[config.mk]
export PLATFORM = sky130hd
export DESIGN_NAME = firlp_cell
export DESIGN_NICKNAME = d
export VERILOG_FILES = /design/src/hdl/assert_macros.svh /design/src/hdl/firlp_pkg.sv /design/src/hdl/firlp_cell.sv
export SDC_FILE = /design/constraint.sdc
export NUM_CORES = 1
export LEC_CHECK = 0
export ABC_AREA = 1
export BUFFER_PORTS_ARGS = -buffer_cell sky130_fd_sc_hd__buf_4
export CORE_ASPECT_RATIO = 1.25
export CORE_UTILIZATION = 44
export CTS_BUF_LIST = sky130_fd_sc_hd__clkbuf_8
export DETAILED_ROUTE_END_ITERATION = 6
export PLACE_DENSITY = 0.77
export SLEW_MARGIN = 0
export SYNTH_ARGS = -nofsm -noshare
export SYNTH_HDL_FRONTEND = slang
export SYNTH_SLANG_ARGS = --single-unit
[constraint.sdc]
create_clock -name clock -period 1 [get_ports clock]
set_clock_uncertainty 0.15 [all_clocks]
set_input_delay 0.1 -clock clock [delete_from_list [all_inputs] [get_ports clock]]
set_output_delay 0.1 -clock clock [all_outputs]
set_load 0.1 [all_outputs]
[src/hdl/assert_macros.svh]
// assertion macros used by the fir lowpass rtl
// no dependencies; compiled out when SYNTHESIS is defined
`ifndef ASSERT_MACROS_SVH
`define ASSERT_MACROS_SVH

`ifndef SYNTHESIS

// property that must hold at every clock edge outside reset
`define FIRLP_ASSERT(lbl, clk, rst, prop) \
   lbl: assert property (@(posedge clk) disable iff (rst) (prop)) \
      else $error("firlp assertion failed");

// same-cycle implication
`define FIRLP_ASSERT_IMPL(lbl, clk, rst, ante, cons) \
   lbl: assert property (@(posedge clk) disable iff (rst) (ante) |-> (cons)) \
      else $error("firlp implication failed");

// next-cycle implication
`define FIRLP_ASSERT_NEXT(lbl, clk, rst, ante, cons) \
   lbl: assert property (@(posedge clk) disable iff (rst) (ante) |=> (cons)) \
      else $error("firlp next-cycle check failed");

`else

`define FIRLP_ASSERT(lbl, clk, rst, prop)
`define FIRLP_ASSERT_IMPL(lbl, clk, rst, ante, cons)
`define FIRLP_ASSERT_NEXT(lbl, clk, rst, ante, cons)

`endif

`endif

[src/hdl/firlp_pkg.sv]
// shared constants and coefficient function for the fir lowpass
// no dependencies
`default_nettype none

package firlp_pkg;

   localparam int SAMPLE_W  = 12;
   localparam int TABLE_LEN = 30;
   localparam longint unsigned MICRO_DEN  = 64'd1000000;
   localparam longint unsigned MICRO_HALF = 64'd500000;

   // symmetric lowpass coefficients in millionths
   localparam int unsigned COEF_MICRO [TABLE_LEN] = '{
      18158, 18585, 18986, 19361, 19709, 20028, 20318, 20578,
      20807, 21005, 21170, 21304, 21404, 21471, 21504,
      21504, 21471, 21404, 21304, 21170, 21005, 20807, 20578,
      20318, 20028, 19709, 19361, 18986, 18585, 18158
   };

   localparam logic [SAMPLE_W-1:0] OUT_MAX = {SAMPLE_W{1'b1}};

   // round(c * 2^frac), ties up; taps beyond the table get zero
   function automatic longint unsigned firlp_coef(input int k, input int frac);
      longint unsigned m;
      m = 64'd0;
      if (k >= 0 && k < TABLE_LEN) begin
         m = longint'(COEF_MICRO[k]);
         m = ((m << frac) + MICRO_HALF) / MICRO_DEN;
      end
      return m;
   endfunction

endpackage

`default_nettype wire

[src/hdl/firlp_cell.sv]
// one tap cell of the transposed fir chain: multiply-add and partial sum register
// depends on firlp_pkg
`default_nettype none

module firlp_cell
   import firlp_pkg::*;
#(
   parameter int COEF_W = 12,
   parameter int ACC_W  = 34,
   parameter logic [COEF_W-1:0] COEF = '0
) (
   input  wire                 clock,
   input  wire                 reset,
   input  wire                 advance,
   input  wire  [SAMPLE_W-1:0] sample,
   input  wire  [ACC_W-1:0]    part_i,
   output logic [ACC_W-1:0]    part_o
);

   logic [SAMPLE_W+COEF_W-1:0] prod;
   logic [ACC_W-1:0]           part_ff;
   logic [ACC_W-1:0]           part_in;

   assign prod    = (SAMPLE_W+COEF_W)'(sample) * (SAMPLE_W+COEF_W)'(COEF);
   assign part_in = ACC_W'(prod) + part_i;

   always_ff @(posedge clock) begin
      if (reset) begin
         part_ff <= '0;
      end else if (advance) begin
         part_ff <= part_in;
      end
   end

   assign part_o = part_ff;

endmodule

`default_nettype wire

==> metrics.yaml, run 1 <==
synth_area_mm2: 0.001403
initial_core_util_pct: 47.18
synth_cell_types: 7
dp_hpwl_mm: 1.947
outcome: "did not finish"
postCtsSetupBuffers: 0
rows: 22
port_buffers: 70
syn_area_per_cell_um2: 6.493
clock_path_buffers: 2
ctsHtreeMaxLevel: 2
cts.sink_count: 34
synth-seq-cells: 34
ys_seq_area_share_pct: 48.53
cts_buffers: 5
ctsResizeCount: 102
lastStage: "4_1_cts"
die_height_um: 65.13
hold_buffers: 34
synth_cells: 216
syn_nets: 265
yosys_warnings: 0
pin_count: 83
stop_error: "[ERROR DPL-0033] detailed placement checks failed during check placement."
fp.dieW_um: 52.50
place_congestion: 0.7632
dp_slack_ps: 140.5
cts-root-buf: "clkbuf_8"
-- through the flow --
step	std cells	cell area, um^2	util [%]
2_1_floorplan	216	1530	-
3_5_place_dp	314	2081	69.99
3_3_place_gp	314	2081	69.99
-- synth_stat cells --
| cell | instances | area share, % |
|---|---|---|
| dfxtp_1 | 34 | 49 |
| nor2_1 | 68 | 18 |
| buf_2 | 7 | 2.5 |
| nand2_1 | 68 | 18 |
| inv_1 | 34 | 9.1 |
| clkinv_1 | 1 | 0.27 |
| buf_6 | 4 | 3.2 |
-- kinds of logic after synthesis --
| family | after synthesis | share of synthesized area [%] |
|---|---|---|
| simple gates | 136 | 36.40 |
| buf+inv | 46 | 15.07 |
| flops | 34 | 48.53 |
==> run 2, diff against run 1 <==
--- a/config.mk
+++ b/config.mk
@@ -7,11 +7,9 @@
 export LEC_CHECK = 0
 export ABC_AREA = 1
 export BUFFER_PORTS_ARGS = -buffer_cell sky130_fd_sc_hd__buf_4
-export CORE_ASPECT_RATIO = 1.25
-export CORE_UTILIZATION = 44
-export CTS_BUF_LIST = sky130_fd_sc_hd__clkbuf_8
+export CORE_UTILIZATION = 35
 export DETAILED_ROUTE_END_ITERATION = 6
-export PLACE_DENSITY = 0.77
+export PLACE_DENSITY_LB_ADDON = 0.15
 export SLEW_MARGIN = 0
 export SYNTH_ARGS = -nofsm -noshare
 export SYNTH_HDL_FRONTEND = slang
==> run 2 against run 1 <==
- the flow now finishes, with violations (setup timing)
- synthesized cell count stayed put
- synthesized area stayed put
==> metrics.yaml, run 2 <==
outcome: "finished, violations left"
violations: "setup timing"
setup_viol: 34
track_usage_pct: 20.21
dp_hpwl_mm: 1.985  # +2.0%
n_antenna_cell: 0
tightest_slew_ps: 180.3
utilization_pct: 78.88
ys_seq_area_share_pct: 48.53  # unchanged
synth_cells: 216  # unchanged
largest_reg_flops: 34
cpPeakStageDelay_ps: 360
synth_top_area_cell: "dfxtp_1"
drt-total-wl_mm: 3.967
crit_arrival_ps: 810
crit_start: "part_o[7]"
pin_count: 83  # unchanged
ys_async_sr_fraction_pct: 0  # unchanged
grt_pass1_wl_mm: 6.513
cp_top_family: "flip-flops"
cts-root-buf: "clkbuf_8"
r2r-end: "part_o[27]"
holdWs_ps: 69.22
cp.required_ps: 750
path_class: "reg2out"
dr_total_vias: 1559
r2r_cells: 2
first_pass_iters: 4
placed_area_mm2: 0.002103  # +1.1%
cts_buffers: 5  # unchanged
cp.depth: 1
grt_remaining_overflow: 0
power_mw: 4.011
power_leakage_nw: 1.510
start_kind: "register"
synth_common_cells: "68 x nand2_1, 68 x nor2_1, 34 x dfxtp_1, 34 x inv_1, 7 x buf_2"
grt_pass1_vias: 1589
gr-usage-met2_pct: 39.82
ctsHtreeMaxLevel: 2  # unchanged
final_max_slew_viol_count: 0
syn_area_per_cell_um2: 6.493  # unchanged
met1_usage_pct: 19.05
cp_num_buf_inv: 1
synthFlopType: "dfxtp_1"
clock_path_buffers: 2  # unchanged
cp_max_fo: 2
crit_chain: "buf_12"
max-cap-violations: 0
cts.sink_count: 34  # unchanged
busiest_layer: "met2"
clk_latency_ps: 270
synth_edf_count: 0  # unchanged
rsz0062_at_grt: "yes"
cp-end-kind: "primary output"
clk_pin_slew_ps: 60
r2r-start: "part_o[27]"
grt_start_max_net_pins: 39
layout-drive-gt1-share_pct: 35.31
port_buffers: 70  # unchanged
synth-seq-cells: 34  # unchanged
syn2layout_area_growth_pct: 110.5
place_congestion: 0.6733  # -12%
fp.dieArea_mm2: 0.004265
initial_core_util_pct: 37.47  # -9.7 points
routed_via_density: 4.236
mostFrequentLayoutCells: "68 x nor2_1, 68 x nand2_1, 37 x buf_4, 37 x buf_12"
hp-class: "in2reg"
ant_nets: 0
wire_per_inst_um: 10.78
nets: 369
p_per_area_mw_per_mm2: 1358
dr.first_iter.drc_count: 61
antenna_found_initial: 0
yosys_warnings: 0  # unchanged
final_area_mm2: 0.002953
synth_area_mm2: 0.001403  # unchanged
synthTopCellsByArea: "dfxtp_1 49%, nand2_1 18%, nor2_1 18%, inv_1 9.1%, buf_6 3.2%"
syn_nets: 265  # unchanged
r2r_slack_ps: 200
layout_min_cycle_time_ps: 1062
setup_ws_ps: -61.84
synth_top_area_share_pct: 48.53  # unchanged
maxSlewHeadroom_pct: 87.90
tns_ps: -1800
period_share_pct: 106.2
finalHoldViolCount: 0
drc: 0
slowest_stage: "dfxtp_4"
crit_path_end: "part_o[7]"
ir_drop_uv: 837.5
fmax_mhz: 941.8
synth_cell_types: 7  # unchanged
fp.dieW_um: 65.31  # +24%
core_area_mm2: 0.003744
use_met3_pct: 5.903
rows: 22  # unchanged
die_height_um: 65.31  # +0.28%
cts_tree: "done"
[run 2: cells by family (layout without fill, tap and decap cells)]
family	after synthesis	after routing	share of synthesized area, %
flops	34	34	48.53
simple gates	136	136	36.40
buf+inv	46	150	15.07
[run 2: timing repair]
action,4_1_cts,5_1_grt
setup endpoints to repair,34,37
gates cloned,0,0
pin swaps,0,1
endpoints found under the hold margin,34,0
buffers inserted,0,0
resized for setup,102,3
hold buffers,34,0
[run 2: area by class of cell]
| class | instances | area, um^2 |
|---|---|---|
| multi-input combinational | 136 | 510.5 |
| fill | 249 | 790.8 |
| timing repair buffer | 108 | 1366 |
| inverter | 35 | 131.4 |
| tap | 48 | 60.06 |
| sequential | 34 | 808.3 |
| clock buffer | 7 | 76.32 |
[run 2: worst min path at each step]
| stage | startpoint | endpoint | slack, ps | depth (start not counted) |
|---|---|---|---|---|
| after floorplan | part_i[0] | part_o[0] | 130 | 4 |
| after global placement | part_i[5] | part_o[5] | 230 | 5 |
| after detailed placement | part_i[11] | part_o[11] | 240 | 5 |
| after CTS | reset | part_o[7] | 50 | 4 |
| after global routing | reset | part_o[14] | 100 | 4 |
| final | reset | part_o[14] | 70 | 4 |
[run 2: metrics by stage]
| step | setup WS (ps) | instances |
|---|---|---|
| floorplan | 101.1 | 216 |
| global placement | 59.08 | 327 |
| detailed placement | 57.30 | 327 |
| CTS | -72.08 | 368 |
| global route | -83.52 | 368 |
| finish | -61.84 | 368 |
[run 2: power breakdown]
part	total, mW	switching, mW	internal [mW]
Sequential	1.53	0.101	1.43
Clock	0.915	0.437	0.478
Combinational	1.57	0.929	0.636
[run 2: routing by layer]
layer | routed length, um | share of wire [%] | up-vias
met5 | 0 | 0 | -
met3 | 260 | 6.6 | 5
met2 | 2149 | 54 | 50
li1 | - | - | 812
met1 | 1506 | 38 | 692
met4 | 51 | 1.3 | 0
[run 2: worst register-to-register path: stages, from the launching register on]
cell and delay (ps):
dfxtp_4 350, nor2_1 130, nor2_1 60
Note: power is estimated with default switching activity, not from simulation.
==> run 3, diff against run 2 <==
--- a/config.mk
+++ b/config.mk
@@ -7,9 +7,11 @@
 export LEC_CHECK = 0
 export ABC_AREA = 1
 export BUFFER_PORTS_ARGS = -buffer_cell sky130_fd_sc_hd__buf_4
+export CAP_MARGIN = 15
 export CORE_UTILIZATION = 35
 export DETAILED_ROUTE_END_ITERATION = 6
-export PLACE_DENSITY_LB_ADDON = 0.15
+export PLACE_DENSITY = 0.67
+export SKIP_CTS_REPAIR_TIMING = 1
 export SLEW_MARGIN = 0
 export SYNTH_ARGS = -nofsm -noshare
 export SYNTH_HDL_FRONTEND = slang
==> run 3 against run 2 <==
- via count is 5.3% lower
- total power is 13% higher
- the run ends with hold timing, setup timing left
- cell count is 1.9% lower
- first-iteration DRC count decreased by 33%
- wire length is 4.9% lower
- critical path type unchanged
- design area shrank 1.1%
- global-route usage shrank 5.2 points
- largest cell class unchanged
- critical endpoint is now part_o[31]
==> metrics.yaml, run 3 (synthesized netlist as in run 2, its figures left out) <==
fp.dieW_um: 65.31  # unchanged
track_usage_pct: 15.03  # -5.2 points
min_from: "part_i[27]"
mostFrequentLayoutCells: "68 x nor2_1, 68 x nand2_1, 37 x buf_4, 37 x buf_12"
grt_pass1_vias: 1192  # -25%
antenna_found_initial: 0  # unchanged
outcome: "finished, violations left"
syn2layout_area_growth_pct: 108.3
pin_count: 83  # unchanged
setup_viol: 34  # unchanged
tightest_slew_ps: 150.5  # -29.80 ps
r2r-end: "part_o[31]"
port_buffers: 70  # unchanged
initial_core_util_pct: 37.47  # unchanged
clock_path_buffers: 2  # unchanged
die_height_um: 65.31  # unchanged
drt-total-wl_mm: 3.774  # -4.9%
rows: 22  # unchanged
cts_tree: "done"
layout-drive-gt1-share_pct: 36.74  # +1.4 points
start_kind: "register"
grt_remaining_overflow: 0  # unchanged
ir_drop_uv: 982.9  # +17%
dr_total_vias: 1477  # -5.3%
fillers: 240  # -3.6%
ant_nets: 0  # unchanged
fmax_mhz: 936.1  # -0.60%
r2r-start: "part_o[31]"
holdPathStages: 5  # +1
crit_arrival_ps: 820  # about the same
grt_pass1_wl_mm: 4.836  # -26%
max-cap-violations: 0  # unchanged
first_pass_iters: 3  # -1
cts-root-buf: "clkbuf_8"
nets: 361  # -2.2%
rsz0062_at_grt: "yes"
setup_ws_ps: -68.22  # -6.385 ps
holdWs_ps: -44.52  # -113.7 ps
p_per_area_mw_per_mm2: 1551  # +14%
drc: 0  # unchanged
cts_buffers: 5  # unchanged
path_class: "reg2out"
r2r_cells: 2  # unchanged
routed_via_density: 4.091  # -3.4%
cts.sink_count: 34  # unchanged
slowest_stage: "dfxtp_4"
cp_max_fo: 2  # unchanged
final_max_slew_viol_count: 0  # unchanged
grt_start_max_net_pins: 38  # -2.6%
r2r_slack_ps: 230  # +30 ps
hp-class: "in2reg"
clk_pin_slew_ps: 70  # about the same
fp.dieArea_mm2: 0.004265  # unchanged
crit_chain: "buf_12"
violations: "hold timing, setup timing"
clk_latency_ps: 280  # about the same
n_antenna_cell: 0  # unchanged
maxSlewHeadroom_pct: 89.96  # +2.1 points
finalHoldViolCount: 6  # +6
cp-end-kind: "primary output"
tns_ps: -1984  # -184.5 ps
largest_reg_flops: 34  # unchanged
period_share_pct: 106.8  # +0.64 points
min_to: "part_o[27]"
dp_hpwl_mm: 2.009  # +1.2%
cp.required_ps: 750  # about the same
layout_min_cycle_time_ps: 1068  # +6.385 ps
cp_top_family: "flip-flops"
dr.first_iter.drc_count: 41  # -33%
core_area_mm2: 0.003744  # unchanged
ctsHtreeMaxLevel: 2  # unchanged
cpPeakStageDelay_ps: 360  # about the same
power_leakage_nw: 1.477  # -2.1%
wire_per_inst_um: 10.45  # -3.0%
cp_num_buf_inv: 1  # unchanged
place_congestion: 0.6651  # -1.2%
-- run 3: cell count changes in the layout (fill, tap and decap cells not counted), sizes merged --
cell | previous run | this run
clkinv | 1 | 2
dlygate4sd3 | 31 | 26
dlymetal6s4s | 3 | 0
clkbuf | 7 | 5
bufinv | 0 | 2
-- run 3: layout make-up --
| type | count | area, um^2 | area share (%) |
|---|---|---|---|
| multi-input cells | 136 | 510.5 | 17.47 |
| well taps | 48 | 60.06 | 2.056 |
| clock inverters | 3 | 63.81 | 2.184 |
| inverters | 35 | 131.4 | 4.497 |
| flip-flops and latches | 34 | 808.3 | 27.67 |
| clock buffers | 5 | 68.82 | 2.355 |
| repair buffers | 100 | 1279 | 43.77 |
-- run 3: how the worst max path moves through the flow --
stage | endpoint | slack (ps) | startpoint | cells after the start
6_report | part_o[31] | -70 | part_o[31] | 1
5_1_grt | part_o[14] | -100 | part_o[14] | 1
4_1_cts | part_o[14] | -180 | part_o[14] | 1
3_5_place_dp | part_o[33] | 140 | reset | 5
3_3_place_gp | part_o[14] | 150 | part_o[14] | 1
2_1_floorplan | part_o[31] | 100 | part_o[31] | 2
-- run 3: where the power goes --
part	internal [mW]	total, mW	switching, mW
Sequential	1.43	1.53	0.0985
Clock	0.986	1.47	0.479
Combinational	0.614	1.54	0.925
Total	3.03	4.53	1.50
-- run 3: per-stage QoR --
| stage | worst slack, ps | util (%) | power, mW | cell area [um^2] | instances |
|---|---|---|---|---|---|
| floorplan | 101.1 | - | 2.420 | 1530 | 216 |
| CTS | -183.8 | 59.73 | 4.201 | 2236 | 335 |
| detailed placement | 137.6 | 56.18 | 2.711 | 2103 | 327 |
| global placement | 147.5 | 56.18 | 2.701 | 2103 | 327 |
| global route | -103.2 | 78.04 | 4.726 | 2922 | 361 |
| finish | -68.22 | 78.04 | 4.531 | 2922 | 361 |
-- run 3: routing by layer --
metal	up-vias	global-route usage, %	routed length [um]
met3	5	7.639	304
met4	0	7.337	40
met1	625	16.88	1472
met5	-	0	0
met2	52	23.32	1957
li1	795	-	-
==> run 4, diff against run 3 <==
--- a/config.mk
+++ b/config.mk
@@ -8,9 +8,10 @@
 export ABC_AREA = 1
 export BUFFER_PORTS_ARGS = -buffer_cell sky130_fd_sc_hd__buf_4
 export CAP_MARGIN = 15
-export CORE_UTILIZATION = 35
+export CORE_AREA = 2 2 63 65
 export DETAILED_ROUTE_END_ITERATION = 6
-export PLACE_DENSITY = 0.67
+export DIE_AREA = 0 0 65 67
+export PLACE_DENSITY = 0.72
 export SKIP_CTS_REPAIR_TIMING = 1
 export SLEW_MARGIN = 0
 export SYNTH_ARGS = -nofsm -noshare
==> run 4 against run 3 <==
- the run still ends with hold timing, setup timing left
- cell count is 1.7% lower
- non-clock buffer count fell by 5
- maximum frequency rose by 0.60%
- first-iteration DRC count grew 68%
- register-to-register slack about the same
- highest routed layer unchanged
==> metrics.yaml, run 4 (synthesized netlist as in run 2, its figures left out) <==
intPower_mw: 2.509  # -17%
grt_pass1_wl_mm: 4.816  # -0.41%
min_from: "part_i[23]"
core_area_mm2: 0.003606  # -3.7%
grt_pass1_vias: 1147  # -3.8%
mostFrequentLayoutCells: "68 x nor2_1, 68 x nand2_1, 37 x buf_12, 36 x buf_4"
wire_per_inst_um: 10.35  # -0.98%
clock_path_buffers: 2  # unchanged
grt_remaining_overflow: 0  # unchanged
routed_via_density: 4.155  # +1.6%
multi_input_area_um2: 510.5  # unchanged
cts-root-buf: "clkbuf_8"
drt-total-wl_mm: 3.675  # -2.6%
clk_latency_ps: 280  # about the same
r2r-end: "part_o[24]"
track_usage_pct: 14.51  # -0.52 points
fmax_mhz: 941.8  # +0.60%
cp_top_family: "flip-flops"
die_height_um: 67  # +2.6%
rsz0062_at_grt: "yes"
path_class: "reg2out"
crit_arrival_ps: 810  # about the same
power_leakage_nw: 1.428  # -3.3%
setup_ws_ps: -61.82  # +6.400 ps
cp_num_buf_inv: 1  # unchanged
dr.first_iter.drc_count: 69  # +68%
crit_start: "part_o[11]"
ant_nets: 0  # unchanged
p_clk_share_pct: 23.0  # -9.3 points
slowest_stage: "dfxtp_4"
period_share_pct: 106.2  # -0.64 points
syn2layout_area_growth_pct: 100.9
switching_share_pct: 36.55  # +3.4 points
r2r-start: "part_o[24]"
p_per_area_mw_per_mm2: 1403  # -9.5%
finalHoldViolCount: 11  # +5
place_congestion: 0.6520  # -2.0%
drc: 0  # unchanged
r2r_cells: 2  # unchanged
met1_usage_pct: 17.05  # +0.17 points
ir_drop_uv: 966.2  # -1.7%
cts.sink_count: 34  # unchanged
first_pass_iters: 4  # +1
nets: 356  # -1.4%
grt_start_max_net_pins: 49  # +29%
hp-class: "in2reg"
layout-drive-gt1-share_pct: 36.48  # -0.26 points
cpPeakStageDelay_ps: 360  # about the same
dr_total_vias: 1475  # -0.14%
seq_area_um2: 808.3  # unchanged
setup_viol: 34  # unchanged
start_kind: "register"
antenna_found_initial: 0  # unchanged
max-cap-violations: 0  # unchanged
final_max_slew_viol_count: 0  # unchanged
use_met3_pct: 6.081  # -1.6 points
dp_hpwl_mm: 2.040  # +1.5%
min_to: "part_o[23]"
rows: 22  # unchanged
fp.dieW_um: 65  # -0.47%
tightest_slew_ps: 194.0  # +43.46 ps
gr-usage-met2_pct: 22.68  # -0.64 points
n_antenna_cell: 0  # unchanged
power_mw: 3.954  # -13%
port_buffers: 70  # unchanged
power_frac_comb_pct: 38.4  # +4.4 points
cp_max_fo: 2  # unchanged
layout_min_cycle_time_ps: 1062  # -6.400 ps
fp.dieArea_mm2: 0.004355  # +2.1%
cts_tree: "done"
fillers: 256  # +6.7%
holdPathStages: 5  # unchanged
cts_buffers: 5  # unchanged
cp.required_ps: 750  # about the same
outcome: "finished, violations left"
largest_reg_flops: 34  # unchanged
initial_core_util_pct: 38.90  # +1.4 points
violations: "hold timing, setup timing"
crit_chain: "buf_12"
p_sw_mw: 1.445  # -3.8%
busiest_layer: "met2"
seqPwrFrac_pct: 38.7  # +5.0 points
clk_pin_slew_ps: 60  # about the same
r2r_slack_ps: 240  # about the same
pin_count: 83  # unchanged
ctsHtreeMaxLevel: 2  # unchanged
cp-end-kind: "primary output"
tns_ps: -1783  # +201.5 ps
maxSlewHeadroom_pct: 87.07  # -2.9 points
holdWs_ps: -45.96  # -1.449 ps
[run 4: power groups by stage]
stage | Combinational, mW | Sequential (mW) | Clock [mW]
5_1_grt | 1.59 | 1.54 | 1.00
6_report | 1.52 | 1.53 | 0.908
3_3_place_gp | 1.20 | 1.50 | 0
2_1_floorplan | 0.227 | 2.19 | 0
3_5_place_dp | 1.21 | 1.50 | 0
4_1_cts | 1.21 | 1.47 | 0.950
[run 4: final cells by class]
type	instances	share of cell area [%]
repair buffers	95	43.69
flip-flops and latches	34	28.69
multi-input cells	136	18.12
inverters	35	4.663
clock buffers	7	2.709
well taps	48	2.131
[run 4: worst max path at each step]
stage / to / slack (ps) / cells after the start
floorplan: part_o[31] / 100 / 2
global placement: part_o[10] / 130 / 5
detailed placement: part_o[18] / 120 / 5
CTS: part_o[4] / -170 / 1
global route: part_o[14] / -90 / 1
finish: part_o[11] / -60 / 1
[run 4: per-stage QoR]
stage                     setup slack, ps  instance area [um^2]  instances  hold slack [ps]  utilization (%)
after floorplan                     101.1                  1530        216            128.5                -
after global placement              126.4                  2096        326            230.0            58.12
after detailed placement            119.0                  2096        326            239.8            58.12
after CTS                          -166.0                  2172        333           -54.91            60.24
after global routing               -88.15                  2818        355           -16.98            78.14
final                              -61.82                  2818        355           -45.96            78.14
[run 4: per-layer routing]
layer	share of wire [%]	vias up
met2	55	45
met5	0	-
met4	0.93	0
li1	-	785
met3	7.3	5
met1	37	640
