===== src/hdl/assert_macros.svh =====
// assertion macros used by the fir lowpass rtl
// no dependencies; compiled out when SYNTHESIS is defined
`ifndef ASSERT_MACROS_SVH
`define ASSERT_MACROS_SVH

`ifndef SYNTHESIS

// property that must hold at every clock edge outside reset
`define FIRLP_ASSERT(lbl, clk, rst, prop) \
   lbl: assert property (@(posedge clk) disable iff (rst) (prop)) \
      else $error("firlp assertion failed");

// same-cycle implication
`define FIRLP_ASSERT_IMPL(lbl, clk, rst, ante, cons) \
   lbl: assert property (@(posedge clk) disable iff (rst) (ante) |-> (cons)) \
      else $error("firlp implication failed");

// next-cycle implication
`define FIRLP_ASSERT_NEXT(lbl, clk, rst, ante, cons) \
   lbl: assert property (@(posedge clk) disable iff (rst) (ante) |=> (cons)) \
      else $error("firlp next-cycle check failed");

`else

`define FIRLP_ASSERT(lbl, clk, rst, prop)
`define FIRLP_ASSERT_IMPL(lbl, clk, rst, ante, cons)
`define FIRLP_ASSERT_NEXT(lbl, clk, rst, ante, cons)

`endif

`endif


===== src/hdl/firlp_pkg.sv =====
// shared constants and coefficient function for the fir lowpass
// no dependencies
`default_nettype none

package firlp_pkg;

   localparam int SAMPLE_W  = 12;
   localparam int TABLE_LEN = 30;
   localparam longint unsigned MICRO_DEN  = 64'd1000000;
   localparam longint unsigned MICRO_HALF = 64'd500000;

   // symmetric lowpass coefficients in millionths
   localparam int unsigned COEF_MICRO [TABLE_LEN] = '{
      18158, 18585, 18986, 19361, 19709, 20028, 20318, 20578,
      20807, 21005, 21170, 21304, 21404, 21471, 21504,
      21504, 21471, 21404, 21304, 21170, 21005, 20807, 20578,
      20318, 20028, 19709, 19361, 18986, 18585, 18158
   };

   localparam logic [SAMPLE_W-1:0] OUT_MAX = {SAMPLE_W{1'b1}};

   // round(c * 2^frac), ties up; taps beyond the table get zero
   function automatic longint unsigned firlp_coef(input int k, input int frac);
      longint unsigned m;
      m = 64'd0;
      if (k >= 0 && k < TABLE_LEN) begin
         m = longint'(COEF_MICRO[k]);
         m = ((m << frac) + MICRO_HALF) / MICRO_DEN;
      end
      return m;
   endfunction

endpackage

`default_nettype wire


===== src/hdl/firlp_out.sv =====
// tap zero multiply-add, truncation and saturation, two-entry output buffer
// depends on firlp_pkg and assert_macros.svh
`default_nettype none

`include "assert_macros.svh"

module firlp_out
   import firlp_pkg::*;
#(
   parameter int COEF_W         = 12,
   parameter int ACC_W          = 34,
   parameter int COEF_FRAC_BITS = 16,
   parameter logic [COEF_W-1:0] COEF = '0
) (
   input  wire                 clock,
   input  wire                 reset,
   input  wire                 in_valid,
   output logic                in_stall,
   output logic                advance,
   input  wire  [SAMPLE_W-1:0] sample,
   input  wire  [ACC_W-1:0]    part_i,
   output logic                out_valid,
   input  wire                 out_stall,
   output logic [SAMPLE_W-1:0] out_data
);

   localparam int TOP_LO = COEF_FRAC_BITS + SAMPLE_W;

   logic [SAMPLE_W+COEF_W-1:0] prod;
   logic [ACC_W-1:0]           acc;
   logic [SAMPLE_W-1:0]        result;

   logic                main_valid_ff, main_valid_in;
   logic [SAMPLE_W-1:0] main_data_ff,  main_data_in;
   logic                skid_valid_ff, skid_valid_in;
   logic [SAMPLE_W-1:0] skid_data_ff,  skid_data_in;
   logic                take_out;
   logic                main_free;

   assign prod = (SAMPLE_W+COEF_W)'(sample) * (SAMPLE_W+COEF_W)'(COEF);
   assign acc  = ACC_W'(prod) + part_i;

   // truncate the fraction, clamp anything above the 12-bit range
   always_comb begin
      if (acc[ACC_W-1:TOP_LO] != '0) begin
         result = OUT_MAX;
      end else begin
         result = acc[TOP_LO-1:COEF_FRAC_BITS];
      end
   end

   assign take_out  = main_valid_ff && !out_stall;
   assign main_free = !main_valid_ff || take_out;
   assign in_stall  = skid_valid_ff;
   assign advance   = in_valid && !skid_valid_ff;

   always_comb begin
      main_valid_in = main_valid_ff;
      main_data_in  = main_data_ff;
      skid_valid_in = skid_valid_ff;
      skid_data_in  = skid_data_ff;
      if (main_free) begin
         priority if (skid_valid_ff) begin
            main_valid_in = 1'b1;
            main_data_in  = skid_data_ff;
            skid_valid_in = 1'b0;
         end else if (advance) begin
            main_valid_in = 1'b1;
            main_data_in  = result;
         end else begin
            main_valid_in = 1'b0;
         end
      end else if (advance) begin
         skid_valid_in = 1'b1;
         skid_data_in  = result;
      end
   end

   always_ff @(posedge clock) begin
      if (reset) begin
         main_valid_ff <= 1'b0;
         skid_valid_ff <= 1'b0;
      end else begin
         main_valid_ff <= main_valid_in;
         skid_valid_ff <= skid_valid_in;
      end
      main_data_ff <= main_data_in;
      skid_data_ff <= skid_data_in;
   end

   assign out_valid = main_valid_ff;
   assign out_data  = main_data_ff;

   `FIRLP_ASSERT_IMPL(a_skid_behind_main, clock, reset, skid_valid_ff, main_valid_ff)
   `FIRLP_ASSERT_NEXT(a_accept_lands, clock, reset, advance, main_valid_ff)
   `FIRLP_ASSERT_NEXT(a_skid_kept, clock, reset, skid_valid_ff && out_stall, skid_valid_ff)
   `FIRLP_ASSERT_NEXT(a_skid_drains, clock, reset, skid_valid_ff && !out_stall, !skid_valid_ff && main_valid_ff)

endmodule

`default_nettype wire


===== config.mk =====
export PLATFORM = sky130hd
export DESIGN_NAME = firlp_out
export DESIGN_NICKNAME = d
export VERILOG_FILES = /design/src/hdl/firlp_pkg.sv /design/src/hdl/firlp_out.sv
export VERILOG_INCLUDE_DIRS = /design/src /design/src/hdl
export SDC_FILE = /design/constraint.sdc
export NUM_CORES = 1
export LEC_CHECK = 0
export BUFFER_PORTS_ARGS = -buffer_cell sky130_fd_sc_hd__buf_2
export CAP_MARGIN = 20
export CORE_MARGIN = 2
export CORE_UTILIZATION = 43
export CTS_CLUSTER_DIAMETER = 200
export DETAILED_ROUTE_END_ITERATION = 12
export GPL_ROUTABILITY_DRIVEN = 0
export HOLD_SLACK_MARGIN = 0.05
export PLACE_DENSITY_LB_ADDON = 0.1
export RECOVER_POWER = 100
export SETUP_SLACK_MARGIN = 0.5
export SLEW_MARGIN = 20
export SYNTH_ARGS = -nofsm -noshare
export SYNTH_HDL_FRONTEND = slang
export SYNTH_SLANG_ARGS = --single-unit

===== constraint.sdc =====
create_clock -name clock -period 2.1 [get_ports clock]
set_clock_uncertainty 0.05 [all_clocks]
set_input_delay 0.42 -clock clock [delete_from_list [all_inputs] [get_ports clock]]
set_output_delay 0.42 -clock clock [all_outputs]
set_load 0.02 [all_outputs]

After elaboration in Yosys (flattened, before gate mapping). Cells that the tools add are included.

Add/sub/neg operators: 0. Multiply operators: 0. Div/mod/pow operators: 0. Magnitude comparators: 0. Equality and inequality tests: 0. Shift operators: 0. Muxes and demuxes: 5. Bitwise operators: 1. Reductions and logical operators: 11.

Operators with widths (number): 12-bit two-way mux (3); 6-bit nonzero test (1); 2-bit AND reduction (2); 1-bit zero test (3); 1-bit logical AND (2); 1-bit two-way mux (2); 2-bit nonzero test (1); 2-bit OR reduction (1); 1-bit logical OR (1); 1-bit inverter (1).

Register bits after elaboration: 26. Latch bits: 0. RAM bits: 0. Memory bits (read-only): 0. Output and inout bits: 15. Memories: 0.

Longest topological paths before layout. Gate-level depths: netlist of run 1.

Depth in word-level cells: 5. Depth in mapped cells: 4. Mapped depth without buffers: 2.

Worst setup path before layout of run 1. OpenSTA, ideal clock, no wires.

Path type: register -> register. Start: reg skid_valid_ff (netlist: in_stall). End: reg main_data_ff[0] (netlist: out_data[0]), enable pin. Library setup time: 385 ps. Arrival: 1330 ps. Slack: 335 ps. Stages on the path, launching flop included: 4. Clock period less this slack: 1765 ps. Cells stage by stage: dfxtp_1 buf_2 nor2_1 a21oi_1.

Cells in the longest elaborated chain, start to end: 4.

Ends and longest elaborated chain: from (decl) (line firlp_out.sv:35) `logic skid_valid_ff, skid_valid_in;`; from (signal assigned) (line firlp_out.sv:85) `skid_valid_ff <= skid_valid_in;`; 1-bit zero test (line firlp_out.sv:55) `assign advance = in_valid && !skid_valid_ff;`; 1-bit logical AND (line firlp_out.sv:55); 2-bit nonzero test (no line) *; 2-bit AND reduction (no line) *; to (signal assigned) (line firlp_out.sv:87) `main_data_ff <= main_data_in;`; to (decl) (line firlp_out.sv:34) `logic [SAMPLE_W-1:0] main_data_ff, main_data_in;`.

Every way passes the cells marked *; elsewhere a longest branch is shown, timed or not. A chain may end at the register's enable or synchronous reset.

Worst setup path after layout of run 1.
Start: reg skid_valid_ff (netlist: in_stall). End: reg main_data_ff[2] (netlist: out_data[2]), enable pin.

The elaborated chain is that of the path after synthesis.

==> out/results.txt, run 1 <==
status -> finished clean
worst-margin pin slew -> 0.720 ns
Fin. Hold Viols -> 0
CP Capture Point -> out_data[2]
Max Freq -> 600 MHz
CP required -> 2.09 ns
initial antenna violation count -> 0
final net count -> 178
RSZ-0062 raised after global routing -> false
Power Dens Cells -> 647 nW/um2
fin. max-slew vios -> 0
Antenna Violating Nets Remaining -> 0
Detailed Route WL -> 2160 um
Mapped Area -> 1150 um2
Detailed Place HPWL -> 1340 um
Synth Warn # -> 0
CTS buffer count -> 3
Mapped Avg Cell Area -> 12.8 um2
reg2reg start -> in_stall
endpoint type of the worst setup path -> flip-flop
Layout Utilization -> 54.2%
first-pass GRT wire length -> 3800 um
GR Util met1 -> 19.5%
I/O Buffers -> 36
Synth Register Bits -> 26
grt total ovfl -> 0
Worst Hold Class -> in2reg
crit path max fanout -> 7
MaxCap Viol Count -> 0
Root Driver -> clkbuf_4
core area -> 2500 um2
GRT busiest layer -> met2
H-tree levels -> 1
Register-to-Register Path Depth -> 3
worst r2r dst -> out_data[2]
initial core utilization -> 46.0%
most frequent cells in the layout -> 24 x edfxtp_1, 22 x buf_2, 14 x nor2_1, 14 x clkbuf_1
CTS tree -> built
CP arrival -> 1.65 ns
Netlist cell types -> 15
Fin Setup TNS -> 0 ns
syn nets -> 140
drt initial violations -> 13
fraction of layout cells with a size suffix above 1 -> 23.6%
Die ar. -> 3110 um2
# setup viols final -> 0
Setup CP Type -> reg2reg
Rel. slew slack -> 52.0%
die height -> 55.7 um
most common cell after layout, fill and taps aside -> edfxtp_1
IO Pins -> 65
minimum clock period -> 1.67 ns
sequential share of the synthesized area -> 66.1%
Die Wd -> 55.7 um
Clock transition at path regs -> 0.12 ns
fin crit share -> 79.4%
Via density -> 5.22
cts hold-fix bufs -> 0
via count -> 819
Tot GR Track Use -> 15.3%
met2 GRT Util -> 25.9%
crit path from -> in_stall
Mapped Cells -> 90
Yosys top cell area share -> 62.6%
maximum clock path buffer count -> 2
post-synth top area cell -> edfxtp_1
# clock sinks -> 26
Cell Rows -> 18
CP startpoint kind -> flip-flop
top cells by area, synth -> edfxtp_1 63%, a32oi_1 9.1%, nand3b_1 7.8%
largest net degree at the start of global routing -> 26
Lkg Pwr -> 0.467 nW
drt wl/cell -> 13.7 um
DRC -> 0
Ant. Diodes -> 0
number of global-route vias before repair -> 848
R2R Setup Slk -> 0.43 ns
clock latency on the worst-skew pair -> 0.30 ns
met3 Use GR -> 3.26%
Worst IR Drop VDD -> 0.409 mV
Pre-Repair DR Iteration Count -> 4
area delta synth->final -> 17.7%
==> cell type report <==
type | instances | area (um2)
Fill cell | 239 | 1140
Inverter | 12 | 45.0
Sequential cell | 26 | 761
Clock buffer | 3 | 22.5
Multi-Input combinational cell | 45 | 288
Timing Repair Buffer | 40 | 198
Tap cell | 30 | 37.5
Clock inverter | 1 | 3.75
==> cell families (layout without fill, tap and decap cells) <==
| kind of cell | Yosys count | count (layout) | synth area share (%) |
|---|---|---|---|
| AND/OR/NAND/NOR | 31 | 31 | 16.1 |
| flip-flops | 26 | 26 | 66.1 |
| AO/OA/AOI/OAI | 14 | 14 | 10.0 |
| buffers and inverters | 19 | 56 | 7.83 |
==> power breakdown <==
group	total, mW	internal (mW)	switching (mW)
logic	0.0856	0.0330	0.0525
registers	0.581	0.577	0.00400
clock network	0.211	0.0695	0.141
total	0.877	0.679	0.198
==> per-stage QoR <==
stage,total power [mW],hold WS [ns],area (um2),setup slack [ns],std cells
6_report,0.877,0.219,1360,0.432,157
3_3_place_gp,0.681,0.427,1360,0.549,153
4_1_cts,0.895,0.198,1400,0.544,157
2_1_floorplan,0.641,0.439,1160,0.588,90
5_1_grt,0.916,0.201,1360,0.361,157
3_5_place_dp,0.683,0.443,1360,0.531,153
==> worst min-delay path by stage <==
stage              start        end  slack [ns]  cells after the start
5_1_grt            reset   in_stall        0.20                      2
6_report           reset  out_valid        0.22                      2
3_3_place_gp   out_valid   in_stall        0.43                      2
4_1_cts            reset  out_valid        0.20                      2
2_1_floorplan      reset  out_valid        0.44                      1
3_5_place_dp   out_valid   in_stall        0.44                      2
==> synth_stat cells <==
| library cell | number |
|---|---|
| nand3b_1 | 12 |
| nor4_4 | 1 |
| buf_2 | 3 |
| nand2_1 | 1 |
| nor2b_1 | 1 |
| nor3_1 | 1 |
| a21oi_1 | 2 |
| clkbuf_1 | 2 |
| dfxtp_1 | 2 |
| nor2_1 | 14 |
| buf_6 | 2 |
| a32oi_1 | 12 |
| inv_1 | 12 |
| and3_1 | 1 |
| edfxtp_1 | 24 |
==> worst max-delay path, cell delays in order, from the launching register on <==
cell,delay [ns]
dfxtp_1,0.41
nor2_1,0.09
a21oi_1,0.57
buf_4,0.27
==> flip-flops by register name, summed over array words and instances (netlist names) <==
name          cells
in_stall          1
out_data         12
out_valid         1
skid_data_ff     12
==> layer usage <==
layer / share of wire [%] / routed length [um] / vias up
met3: 4.6 / 99 / 4
li1: - / - / 405
met5: 0 / 0 / -
met2: 48 / 1040 / 26
met4: 1.1 / 23 / 0
met1: 46 / 992 / 384
==> what timing repair did <==
action,4_1_cts,5_1_grt
endpoints found under the hold margin,0,0
setup buffers,0,0
gates resized for setup,3,0
setup endpoints to repair,1,0
No activity file was read; power rests on OpenSTA's default activity.
==> run 2, diff against run 1 <==
- ABC_AREA: default -> 1
- clock period: 2.1 -> 1.6 ns (I/O delays scaled with it)
==> run 2 against run 1 <==
Hold slack lost 0.12 ns; area after synthesis grew 3.3%; highest routed layer unchanged; final cell count grew 15%; largest power group unchanged; clock power grew 110%; worst setup slack lost 0.17 ns; critical endpoint is now in_stall; critical path type is now reg2out; global-route usage shrank 1.5 points; largest cell class unchanged; synthesized cell count grew 16%; clock-buffer cell count is the same.
==> out/results.txt, run 2 <==
status -> finished clean
CTS tree -> built
ys async rst share -> 0% (unchanged)
# setup viols final -> 0 (unchanged)
Via density -> 4.64 (-11%)
worst-case hold slack -> 0.101 ns (-0.118 ns)
Power Dens Cells -> 907 nW/um2 (+40%)
slowest CP cell -> dfxtp_1
maximum clock path buffer count -> 2 (unchanged)
Tot GR Track Use -> 13.9% (-1.5 points)
adder-cell share of the synthesized area -> 0% (unchanged)
Ant. Diodes -> 0 (unchanged)
Max Freq -> 748 MHz
MaxCap Viol Count -> 0 (unchanged)
worst r2r dst -> out_data[4]
grt total ovfl -> 0 (unchanged)
minimum clock period -> 1.34 ns
Clock transition at path regs -> 0.13 ns (about the same)
Main synth FF type -> edfxtp_1
crit path setup slack, layout -> 0.263 ns (-0.169 ns)
area occupied by registers -> 761 um2 (unchanged)
initial antenna violation count -> 0 (unchanged)
via count -> 836 (+2.1%)
Multi-input gate area -> 292 um2 (+1.3%)
largest net degree at the start of global routing -> 16 (-38%)
Detailed Route WL -> 2130 um (-1.5%)
Rel. slew slack -> 80.6% (+29 points)
crit path from -> in_stall
CP Capture Point -> in_stall
Post-synth EDFFs -> 24 (unchanged)
most frequent cells in the layout -> 34 x nand2_1, 24 x edfxtp_1, 21 x buf_2, 14 x clkbuf_1, 13 x inv_1
I/O Buffers -> 36 (unchanged)
largest family of logic cells by synthesized area -> simple AND/OR/NAND/NOR gates
Die Wd -> 56.6 um (+1.5%)
CTS buffer count -> 3 (unchanged)
CP Cell Sequence -> buf_4
Netlist cell types -> 14 (-1)
clock latency on the worst-skew pair -> 0.33 ns (+0.03 ns)
mux cell area share after synthesis -> 0% (unchanged)
Largest delay share family, worst path -> flip-flops
syn nets -> 154 (+10%)
Die ar. -> 3200 um2 (+3.0%)
Cell Rows -> 19 (+1)
reg2reg start -> in_stall
count leader, synth -> nand2_1
CP arrival -> 0.97 ns (-0.68 ns)
Lkg Pwr -> 0.620 nW (+33%)
pre-CTS WS -> 0.206 ns (-0.325 ns)
Synth Area in Simple Gates -> 26.3% (+10 points)
final net count -> 200 (+12%)
CP required -> 1.23 ns (-0.86 ns)
core area -> 2690 um2 (+7.5%)
area delta synth->final -> 24.8%
top cells by area, synth -> edfxtp_1 61%, nand2_1 12%, nand4_2 11%
drt wl/cell -> 11.8 um (-14%)
Root Driver -> clkbuf_4
die height -> 56.6 um (+1.5%)
Synth Register Bits -> 26 (unchanged)
initial core utilization -> 44.2% (-1.8 points)
Worst IR Drop VDD -> 0.651 mV (+59%)
Detailed Place HPWL -> 1480 um (+10%)
worst-margin pin slew -> 0.293 ns (-0.427 ns)
Mapped Avg Cell Area -> 11.4 um2 (-11%)
H-tree levels -> 1 (unchanged)
# clock sinks -> 26 (unchanged)
Pre-Repair DR Iteration Count -> 4 (unchanged)
Mapped Cells -> 104 (+16%)
top post-synthesis cells by count -> 37 x nand2_1, 24 x edfxtp_1, 14 x inv_1, 10 x nand4_2, 3 x nor2_2
Yosys top cell area share -> 60.6% (-2.0 points)
Buf/Inv on CP -> 1 (unchanged)
R2R Setup Slk -> 0.27 ns (-0.16 ns)
fraction of layout cells with a size suffix above 1 -> 30.9% (+7.3 points)
CP startpoint kind -> flip-flop
endpoint type of the worst setup path -> output pin
fin. max-slew vios -> 0 (unchanged)
Fin. Hold Viols -> 0 (unchanged)
fill cell count -> 265 (+11%)
crit path max fanout -> 5 (-2)
Worst Hold Class -> in2reg
Compound-Gate Fraction of Synth Area -> 0.842% (-9.2 points)
CP peak stage delay -> 0.46 ns (-0.11 ns)
Mapped Area -> 1190 um2 (+3.3%)
sequential share of the synthesized area -> 64.0% (-2.1 points)
fin crit share -> 83.6%
post-synth top area cell -> edfxtp_1
Fin Setup TNS -> 0 ns (unchanged)
number of stages on the worst setup path -> 1 (-2)
Register-to-Register Path Depth -> 3 (unchanged)
IO Pins -> 65 (unchanged)
Setup CP Type -> reg2out
RSZ-0062 raised after global routing -> true
Antenna Violating Nets Remaining -> 0 (unchanged)
Post-Synth XOR/XNOR Area -> 0% (unchanged)
most common cell after layout, fill and taps aside -> nand2_1
DRC -> 0 (unchanged)
drt initial violations -> 13 (unchanged)
Design Power -> 1.35 mW (+53%)
Synth Warn # -> 0 (unchanged)
number of global-route vias before repair -> 735 (-13%)
first-pass GRT wire length -> 3350 um (-12%)
## run 2: cell count changes after synthesis, moves of 2 or more
cell / change
nand2_1: +36
nand4_1: +2
nor2_2: +3
nand4_2: +10
a32oi_1: -12
inv_1: +2
nand3b_1: -12
clkbuf_1: -2
nor2_1: -12
## run 2: metrics by stage
stage          cells  instance area [um2]  util (%)
2_1_floorplan    104                 1240         -
3_3_place_gp     168                 1430      53.1
3_5_place_dp     168                 1430      53.1
4_1_cts          176                 1550      57.5
5_1_grt          180                 1480      55.2
6_report         180                 1480      55.2
## run 2: worst min path at each step
stage               start         to  slack [ns]  depth (start not counted)
finish              reset  out_valid        0.10                          2
global placement    reset  out_valid        0.43                          2
CTS                 reset  out_valid        0.09                          2
global route        reset  out_valid        0.09                          2
detailed placement  reset  out_valid        0.44                          2
floorplan           reset  out_valid        0.33                          1
## run 2: layout make-up
cell class                      instances  share of cell area, %
Timing Repair Buffer                   46                   18.6
Sequential cell                        26                   51.3
Clock inverter                          1                   2.02
Inverter                               14                   3.79
Clock buffer                            3                   1.52
Timing Repair inverter                  1                  0.506
Multi-Input combinational cell         58                   19.6
Tap cell                               31                   2.61
## run 2: per-layer routing
metal	part of all wire [%]	GRT usage, %	up-vias
li1	-	-	434
met1	46	19.8	367
met2	47	20.8	33
met3	6.5	1.61	2
met4	1.2	7.14	0
met5	0	0	-
## run 2: repair_timing
action | in CTS | in global routing
cloned | 1 | 0
hold buffers | 0 | 0
setup endpoints to repair | 51 | 51
buffers inserted | 3 | 4
pin swaps | 0 | 11
resized for setup | 9 | 15
## run 2: logic make-up (layout without fill, tap and decap cells)
logic type	count (synthesis)	after routing
AOI/OAI and AO/OA	2	2
buffers and inverters	20	65
DFF	26	26
and+or+nand+nor	56	56
## run 2: report_power, final
group          total [mW]  internal, mW  switching (mW)
clock network       0.452         0.253           0.199
logic               0.130        0.0563          0.0735
registers           0.764         0.758         0.00614
total                1.35          1.07           0.278
==> run 3, diff against run 2 <==
- ABC_AREA: 1 -> 0
- CORE_UTILIZATION: 43 -> 39
- clock period: 1.6 -> 1.1 ns (I/O delays scaled with it)
==> run 3 against run 2 <==
The flow now finishes with violations (negative hold slack, negative setup slack); via count up 8.1%; hold slack worse by 0.11 ns; clock-buffer cell count up 1; first-iteration DRC count up 69%; die area up 6.3%; critical path depth up 1; critical path type unchanged.
==> out/results.txt, run 3 (synthesis results as in run 1) <==
status -> complete, but fails checks
failing checks -> negative hold slack, negative setup slack
number of global-route vias before repair -> 951 (+29%)
Fin. Hold Viols -> 1 (+1)
Pre-Repair DR Iteration Count -> 4 (unchanged)
reg2reg start -> in_stall
Worst Hold Class -> in2reg
DRC -> 0 (unchanged)
worst r2r dst -> skid_data_ff[8]
area occupied by registers -> 768 um2 (+0.99%)
cell area after placement -> 1430 um2 (+0.44%)
maximum clock path buffer count -> 2 (unchanged)
initial antenna violation count -> 0 (unchanged)
drt initial violations -> 22 (+9)
CP Cell Sequence -> buf_6 -> buf_6
CP required -> 0.83 ns (-0.40 ns)
Via density -> 5.26 (+13%)
initial core utilization -> 41.4% (-2.9 points)
crit path setup slack, layout -> -0.117 ns (-0.380 ns)
# clock sinks -> 26 (unchanged)
grt total ovfl -> 0 (unchanged)
Rel. slew slack -> 83.2% (+2.7 points)
Detailed Route WL -> 2800 um (+32%)
Clock transition at path regs -> 0.13 ns (about the same)
hold-critical path depth -> 2 (unchanged)
area delta synth->final -> 60.4%
Max Freq -> 822 MHz
# setup viols final -> 39 (+39)
H-tree levels -> 1 (unchanged)
Detailed Place HPWL -> 1460 um (-1.3%)
first-pass GRT wire length -> 4550 um (+36%)
Antenna Violating Nets Remaining -> 0 (unchanged)
IO Pins -> 65 (unchanged)
Die ar. -> 3400 um2 (+6.3%)
MaxCap Viol Count -> 0 (unchanged)
slowest CP cell -> dfxtp_4
CP startpoint kind -> flip-flop
CTS tree -> built
fraction of layout cells with a size suffix above 1 -> 58.2% (+27 points)
most used cell, CP -> buf_6
worst-margin pin slew -> 0.251 ns (-0.0417 ns)
Final Cell Area -> 1850 um2 (+24%)
I/O Buffers -> 36 (unchanged)
clock latency on the worst-skew pair -> 0.32 ns (about the same)
Root Driver -> clkbuf_4
Ant. Diodes -> 0 (unchanged)
Power Dens Cells -> 1020 nW/um2 (+13%)
Multi-input gate area -> 465 um2 (+60%)
crit path from -> in_stall
via count -> 904 (+8.1%)
largest net degree at the start of global routing -> 25 (+9)
most common cell after layout, fill and taps aside -> edfxtp_1
Setup CP Type -> reg2out
fill cell count -> 214 (-19%)
final net count -> 192 (-4.0%)
Lkg Pwr -> 0.670 nW (+8.0%)
Cell Rows -> 19 (unchanged)
R2R Setup Slk -> -0.08 ns (-0.35 ns)
crit path max fanout -> 4 (-1)
CP arrival -> 0.95 ns (-0.02 ns)
most frequent cells in the layout -> 24 x edfxtp_1, 22 x buf_2, 18 x buf_6, 12 x nand3b_1, 12 x inv_1
Die Wd -> 58.3 um (+3.1%)
fin. max-slew vios -> 0 (unchanged)
core area -> 2780 um2 (+3.5%)
fin crit share -> 111%
endpoint type of the worst setup path -> output pin
drt wl/cell -> 16.3 um (+38%)
minimum clock period -> 1.22 ns
worst-case hold slack -> -0.00788 ns (-0.109 ns)
Worst IR Drop VDD -> 0.903 mV (+39%)
Tot GR Track Use -> 18.4% (+4.5 points)
RSZ-0062 raised after global routing -> true
die height -> 58.3 um (+3.1%)
hold path start -> reset
CP peak stage delay -> 0.39 ns (-0.07 ns)
WHS Endpoint -> out_valid
Register-to-Register Path Depth -> 3 (unchanged)
CTS buffer count -> 3 (unchanged)
run 3: cell count changes in the layout (fill, tap and decap cells not counted), moves of 3 or more:
cell / previous run / this run
buf_4: 6 / 3
nand3b_1: 0 / 12
clkbuf_1: 14 / 0
nand2_2: 3 / 0
buf_6: 3 / 18
nor2_4: 3 / 11
a32oi_1: 0 / 6
nand2_1: 34 / 1
a32oi_2: 0 / 6
nand4_1: 11 / 0
buf_12: 2 / 5
run 3: cell type report:
cell class              count  share of cell area, %
inverters                  12                   2.44
multi-input cells          46                   25.2
clock buffers               4                   1.96
well taps                  31                   2.10
flip-flops and latches     26                   41.6
repair buffers             53                   26.7
run 3: critical path, delay by kind of cell (launching register included):
kind / cells / cell delay [ns]
flip-flops: 1 / 0.39
buffers and inverters: 2 / 0.24
run 3: repair_timing:
| action | 4_1_cts | 5_1_grt |
|---|---|---|
| pin swaps | 11 | 11 |
| endpoints found under the hold margin | 2 | 2 |
| setup endpoints to repair | 65 | 65 |
| buffers inserted | 7 | 0 |
| resized for setup | 35 | 34 |
| gates cloned | 4 | 0 |
run 3: where the power goes:
group / total (mW) / switching [mW] / leakage (nW) / internal (mW)
registers: 1.11 / 0.00971 / 0.229 / 1.10
logic: 0.305 / 0.150 / 0.420 / 0.156
clock network: 0.480 / 0.277 / 0.0210 / 0.202
run 3: metrics by stage:
step	setup TNS [ns]	std cells	total power [mW]	setup slack, ns	util (%)
after floorplan	-5.57	90	1.23	-0.194	-
after global placement	-5.69	157	1.32	-0.187	51.5
after detailed placement	-6.07	157	1.33	-0.187	51.5
after CTS	-2.53	172	1.87	-0.125	62.0
after global routing	-4.40	172	1.97	-0.175	66.4
final	-2.15	172	1.89	-0.117	66.4
run 3: routing by layer:
layer | GRT usage, % | part of all wire (%) | vias up | wire [um]
li1 | - | - | 436 | -
met1 | 23.0 | 42 | 443 | 1180
met5 | 0 | 0 | - | 0
met2 | 30.5 | 53 | 21 | 1490
met3 | 4.62 | 3.5 | 4 | 97
met4 | 7.31 | 1.4 | 0 | 40
run 3: worst max-delay path by stage:
stage                                  to  slack (ns)  depth (start not counted)
after floorplan           skid_data_ff[0]       -0.19                          3
after global placement        out_data[1]       -0.19                          4
after detailed placement      out_data[9]       -0.19                          4
after CTS                         advance       -0.13                          2
after global routing              advance       -0.18                          2
final                            in_stall       -0.12                          2
